==> config.mk <==
export PLATFORM = sky130hd
export DESIGN_NAME = mbet_ctrl
export DESIGN_NICKNAME = d
export VERILOG_FILES = /design/src/rtl/core/mandelbrot_escape_time_defines.svh /design/src/rtl/core/mbet_pkg.sv /design/src/rtl/core/mbet_ctrl.sv
export SDC_FILE = /design/constraint.sdc
export NUM_CORES = 1
export LEC_CHECK = 0
export BUFFER_PORTS_ARGS = -buffer_cell sky130_fd_sc_hd__buf_2
export CAP_MARGIN = 10
export CORE_AREA = 4 4 41 43
export DETAILED_ROUTE_END_ITERATION = 6
export DIE_AREA = 0 0 45 47
export GPL_TIMING_DRIVEN = 0
export PLACE_DENSITY_LB_ADDON = 0.1
export SLEW_MARGIN = 20
export SYNTH_ARGS = -nofsm -noshare
export SYNTH_HDL_FRONTEND = slang
export SYNTH_SLANG_ARGS = --single-unit
==> constraint.sdc <==
create_clock -name clk -period 0.9 [get_ports clk]
set_input_delay 0.18 -clock clk [delete_from_list [all_inputs] [get_ports clk]]
set_output_delay 0.18 -clock clk [all_outputs]
set_load 0.01 [all_outputs]
==> src/rtl/core/mandelbrot_escape_time_defines.svh <==
// ---------------------------------------------------------------------------
// Mandelbrot escape time: assertion macros
// Shared property forms for the checks at the end of the top level.
// ---------------------------------------------------------------------------
`ifndef MANDELBROT_ESCAPE_TIME_DEFINES_SVH
`define MANDELBROT_ESCAPE_TIME_DEFINES_SVH

// Same-cycle implication, sampled on clk, off while rst is high.
`define MBET_ASSERT_IMP(lbl, ante, cons, msg) \
  lbl: assert property (@(posedge clk) disable iff (rst) (ante) |-> (cons)) else $error(msg);

// Next-cycle implication, sampled on clk, off while rst is high.
`define MBET_ASSERT_NXT(lbl, ante, cons, msg) \
  lbl: assert property (@(posedge clk) disable iff (rst) (ante) |=> (cons)) else $error(msg);

`endif

==> src/rtl/core/mbet_pkg.sv <==
// ---------------------------------------------------------------------------
// Mandelbrot escape time: shared package
// Widths, constants, controller states and controller/datapath bundles.
// ---------------------------------------------------------------------------
package mbet_pkg;

  localparam int FRAC_BITS = 28;
  localparam int C_W       = 32;
  localparam int CNT_W     = 16;
  localparam int ADDR_W    = 3;
  localparam int DATA_W    = 32;

  // Iterate width: holds c and any z with both parts within +/-2.
  localparam int ZW = (FRAC_BITS + 3 > C_W) ? FRAC_BITS + 3 : C_W;
  // Product width.
  localparam int PW = 2 * ZW;
  // Width of an updated part before the range check.
  localparam int NW = PW - FRAC_BITS + 2;
  // Width of the magnitude sum.
  localparam int MW = PW + 1;

  localparam logic signed [NW-1:0] Z_BOUND     = NW'(1) << (FRAC_BITS + 1);
  localparam logic signed [NW-1:0] Z_BOUND_NEG = -Z_BOUND;
  localparam logic [MW-1:0]        ESC_THRESH  = MW'(1) << (2 * FRAC_BITS + 2);

  localparam logic [CNT_W-1:0] LIMIT_RESET    = CNT_W'(1000);
  localparam logic             REG_ITER_LIMIT = 1'b0;

  typedef enum logic [1:0] {
    ST_IDLE,
    ST_MUL,
    ST_UPD,
    ST_DONE
  } mbet_state_t;

  typedef struct packed {
    logic load;
    logic mul;
    logic step;
    logic finish;
    logic emit;
  } mbet_cmd_t;

  typedef struct packed {
    logic mag_escape;
    logic at_limit;
    logic range_escape;
    logic out_busy;
  } mbet_stat_t;

endpackage

==> src/rtl/core/mbet_ctrl.sv <==
// ---------------------------------------------------------------------------
// Mandelbrot escape time: controller
// Sequences load, multiply, update and result hand-off for one request.
// ---------------------------------------------------------------------------
module mbet_ctrl (
  input  logic                 clk,
  input  logic                 rst,
  input  logic                 in_valid,
  output logic                 busy,
  input  mbet_pkg::mbet_stat_t stat,
  output mbet_pkg::mbet_cmd_t  cmd
);

  mbet_pkg::mbet_state_t state, state_next;

  always_ff @(posedge clk) begin
    if (rst) begin
      state <= mbet_pkg::ST_IDLE;
    end else begin
      state <= state_next;
    end
  end

  always_comb begin
    state_next = state;
    cmd        = '0;
    busy       = 1'b1;
    unique case (state)
      mbet_pkg::ST_IDLE: begin
        busy = 1'b0;
        if (in_valid) begin
          cmd.load   = 1'b1;
          state_next = mbet_pkg::ST_MUL;
        end
      end
      mbet_pkg::ST_MUL: begin
        cmd.mul    = 1'b1;
        state_next = mbet_pkg::ST_UPD;
      end
      mbet_pkg::ST_UPD: begin
        // finish on escape of the last iterate, on the limit, or on an
        // updated part that is already past 2
        if (stat.mag_escape || stat.at_limit || stat.range_escape) begin
          cmd.finish = 1'b1;
          state_next = mbet_pkg::ST_DONE;
        end else begin
          cmd.step   = 1'b1;
          state_next = mbet_pkg::ST_MUL;
        end
      end
      mbet_pkg::ST_DONE: begin
        if (!stat.out_busy) begin
          cmd.emit   = 1'b1;
          state_next = mbet_pkg::ST_IDLE;
        end
      end
      default: begin
        state_next = mbet_pkg::ST_IDLE;
      end
    endcase
  end

endmodule

* After elaboration in Yosys (flattened, before gate mapping) *
Cells that the tools add are included.

storage, ports and cells
  ROM bits = 0
  RAM bits = 0
  bits in registers = 2
  memories kept = 0
  word-level logic and storage cells = 23
  latch bits = 0

cells by class
  reduce and logical (&&, ||, !) cells = 4
  add/sub/neg operators = 0
  multiply operators = 0
  shifts and indexed selects = 0
  bitwise operators = 0
  divide/modulo/power cells = 0
  equal/unequal tests = 5
  muxes and demuxes = 13
  $lt $le $gt $ge = 0

operators with widths
  kind                                                  number
  2-to-1 mux 1 bit                                      8
  2-to-1 mux 2 bit                                      4
  case mux 2 bit (4 select lines)                       1
  equality test 2 bit (second input constant)           2
  != test 2 bit (second input constant)                 2
  equality test 2 x 1 -> 1 bit (second input constant)  1
  zero test 2 bit                                       1
  logical OR 1 bit                                      2
  AND reduction 2 bit                                   1

* Longest topological paths before layout *
  word-level depth = 4
  depth in mapped cells = 3
  gate-level depth less buffers = 3

* Worst setup path before layout *
Ideal clock, no wire load.

  kind = register -> output
  start = reg state[1]
  end = out cmd[4] (netlist name)
  cell stages (with the launch flop) = 3
  path buffers = 0
  required time = 0.720 ns
  arrival time = 0.776 ns
  setup slack = -0.056 ns
  cells stage by stage = dfxtp_1 or2_1 nor2_1

RTL lines
  element                 RTL line         RTL
  from (decl)             mbet_ctrl.sv:14  mbet_pkg::mbet_state_t state, state_next;
  from (signal assigned)  mbet_ctrl.sv:18  state <= mbet_pkg::ST_IDLE;
  from (signal assigned)  mbet_ctrl.sv:20  state <= state_next;
  to (decl)               mbet_ctrl.sv:11  output mbet_pkg::mbet_cmd_t cmd

==> run metrics <==
status finished with violations; failing checks negative setup slack; hold slack about 0.12 ns; die area approximately 0.0021 mm2; WL per Instance 8.271 um; # hold bufs at CTS 0; sequential area share after synthesis a little under a third; Synthesis Warnings 0; Finished Cell Area 277.8 um2; setup violators final 6; final core utilization roughly a fifth; First-pass DRT Iterations 1; GP Congestion ~0.66; post-synthesis mux area share 0%; post-synthesis compound-gate area fraction between 10% and 20%; final worst slack -0.2739 ns; Total Routing Usage GR approximately 5.1%; Leakage around 0.15 nW; Tmin final ~1.2 ns; DRT iter0 DRCs 0; port buffer count 12; Die W roughly 45 um; Clock power frac between 40% and 50%; required time of the critical path about 0.72 ns; final hold violation count 0; Post-Synth Adder-Cell Area 0%; die height roughly 47 um; P per Cell Area approximately 1500 mW/mm2; num rows 13; DRT antenna net count 0; top flop regs state (2); Syn Inst Count 17; H-tree levels 1; Synth Area in XOR/XNOR 0%; vias in the first global route around 170; FILL cells 161; DP HPWL 330.1 um; startpoint types register; Antenna Cells 0; RSZ-0062 raised after global routing true; Net Switching between 0.0001 and 0.00015 W; Critical Path AT about 1 ns; part of the power in registers 26.1%; CTS Buffer Depth 2; Starting Density between 10% and 20%; Worst slew margin ~88%; cell chain of the critical path or2_4 -> nor2_4 -> buf_6; internal power around 0.00031 W; Comb power frac 26.6%; worst skew pair latency ~0.22 ns; Post-Place Cells 44; initial antenna violation count 0; synthesized area per cell 7.728 um2; first-pass GRT wire length around 720 um; CTS Sinks 2; routed vias ~170; maximum fanout along the worst path 4; largest net degree at the start of global routing 6; max-cap violations 0; Layout area overhead 111.4%; Critical Path Max Stage Delay about 0.33 ns; DRC 0; Cell variety after synth 11; non-filler cells, final between 40 and 50; Area after DPL roughly 220 um2; syn nets 24; clock skew 0.002879 ns; largest family of logic cells by synthesized area simple AND/OR/NAND/NOR gates; min-delay worst type in2reg; CTS tree yes; Tcrit/Tclk final 130.4%; Yosys reg bits 2; Top Ports 13; Worst-Margin Slew 0.1816 ns; Reg with most FFs state; final max-slew violation count 0; core area around 0.0013 mm2; layout cells sized above 1 78.79%; GRT overflow 0; simple-gate portion of the synthesized area between 40% and 50%; CTS buffer count 3; vias per inst about 3.6; total routed wirelength 397 um; clock slew at reported path FFs roughly 0.03 ns; max reg flops 2; mapped cell area between 100 and 150 um2; sw frac a little over a quarter; crit end category primary output; Slowest-stage cell, CP dfxtp_2; Final Net Count 42; kind of critical path reg2out; fmax approximately 850 MHz; worst vdd ir 0.0005806 V; CTS root buffer clkbuf_4
==> critical path: cells and delay by family (launching register included) <==
kind,cells,cell delay [ns]
flops,1,0.33
buf+inv,1,0.10
simple gates,2,0.34
==> worst paths after layout <==
check / start / end / slack (ns) / cells after the start
setup / recovery: state[0] / cmd[4] / -0.27 / 3
setup reg to reg: state[1] / state[1] / 0.12 / 2
hold reg to reg: state[1] / state[0] / 0.50 / 2
hold / removal: rst / state[0] / 0.12 / 2
==> routing by layer <==
| metal | share of wire, % | GRT usage [%] |
|---|---|---|
| met3 | 14 | 6.130 |
| met1 | 42 | 5.656 |
| met5 | 0 | 0 |
| met4 | 0 | 1.754 |
| met2 | 43 | 5.932 |
==> power by group through the flow <==
| stage | combinational [W] | sequential (W) | clock [W] |
|---|---|---|---|
| 6_report | 0.000110 | 0.000108 | 0.000195 |
| 5_1_grt | 0.000121 | 0.000110 | 0.000224 |
| 4_1_cts | 0.000107 | 0.000107 | 0.000207 |
| 3_5_place_dp | 0.0000914 | 0.000109 | 0 |
| 3_3_place_gp | 0.0000920 | 0.000109 | 0 |
| 2_1_floorplan | 0.0000547 | 0.000105 | 0 |
==> timing repair <==
action	CTS	global route
setup buffers	1	0
resized for setup	7	2
setup endpoints to repair	6	6
pin swaps	4	1
==> synth_stat cells <==
master | instances | area [um2]
dfxtp_1 | 2 | 40.04
or2_1 | 1 | 6.260
o21ba_1 | 1 | 10.01
nor2_1 | 2 | 7.510
a21oi_1 | 2 | 10.01
inv_1 | 3 | 11.26
o21ai_0 | 1 | 5.000
and3_2 | 2 | 15.01
nor3b_2 | 1 | 12.51
nand2_1 | 1 | 3.750
nor3_2 | 1 | 10.01
==> area by class of cell <==
type                       instances  area (um2)  area share [%]
multi-input combinational         12       96.34           34.68
tap                               15       18.77           6.757
clock buffer                       3       22.52           8.108
sequential                         2       45.04           16.22
timing repair buffer              13       83.83           30.18
inverter                           3       11.26           4.054
==> per-stage QoR <==
stage | TNS (ns) | setup slack, ns | power (W)
after floorplan | 0 | 0.009736 | 0.0001601
after global placement | -0.2770 | -0.1004 | 0.0002011
after detailed placement | -0.2562 | -0.09435 | 0.0002001
after CTS | -1.408 | -0.2854 | 0.0004208
after global routing | -1.606 | -0.3248 | 0.0004550
final | -1.289 | -0.2739 | 0.0004131
==> cells in the final DEF (no fill, tap or decap), drive strengths merged <==
cell type and count:
o21ai 1, nor2 2, nor3 1, or2 1
buf 13, o21ba 1, a21oi 2, nand2 1
nor3b 1, and3 2, inv 3, clkbuf 3
dfxtp 2
==> logic make-up after synthesis <==
logic type | Yosys count
and+or+nand+nor | 8
AOI/OAI and AO/OA | 4
buffers and inverters | 3
DFF | 2
Power figures use the tool's default switching activity.
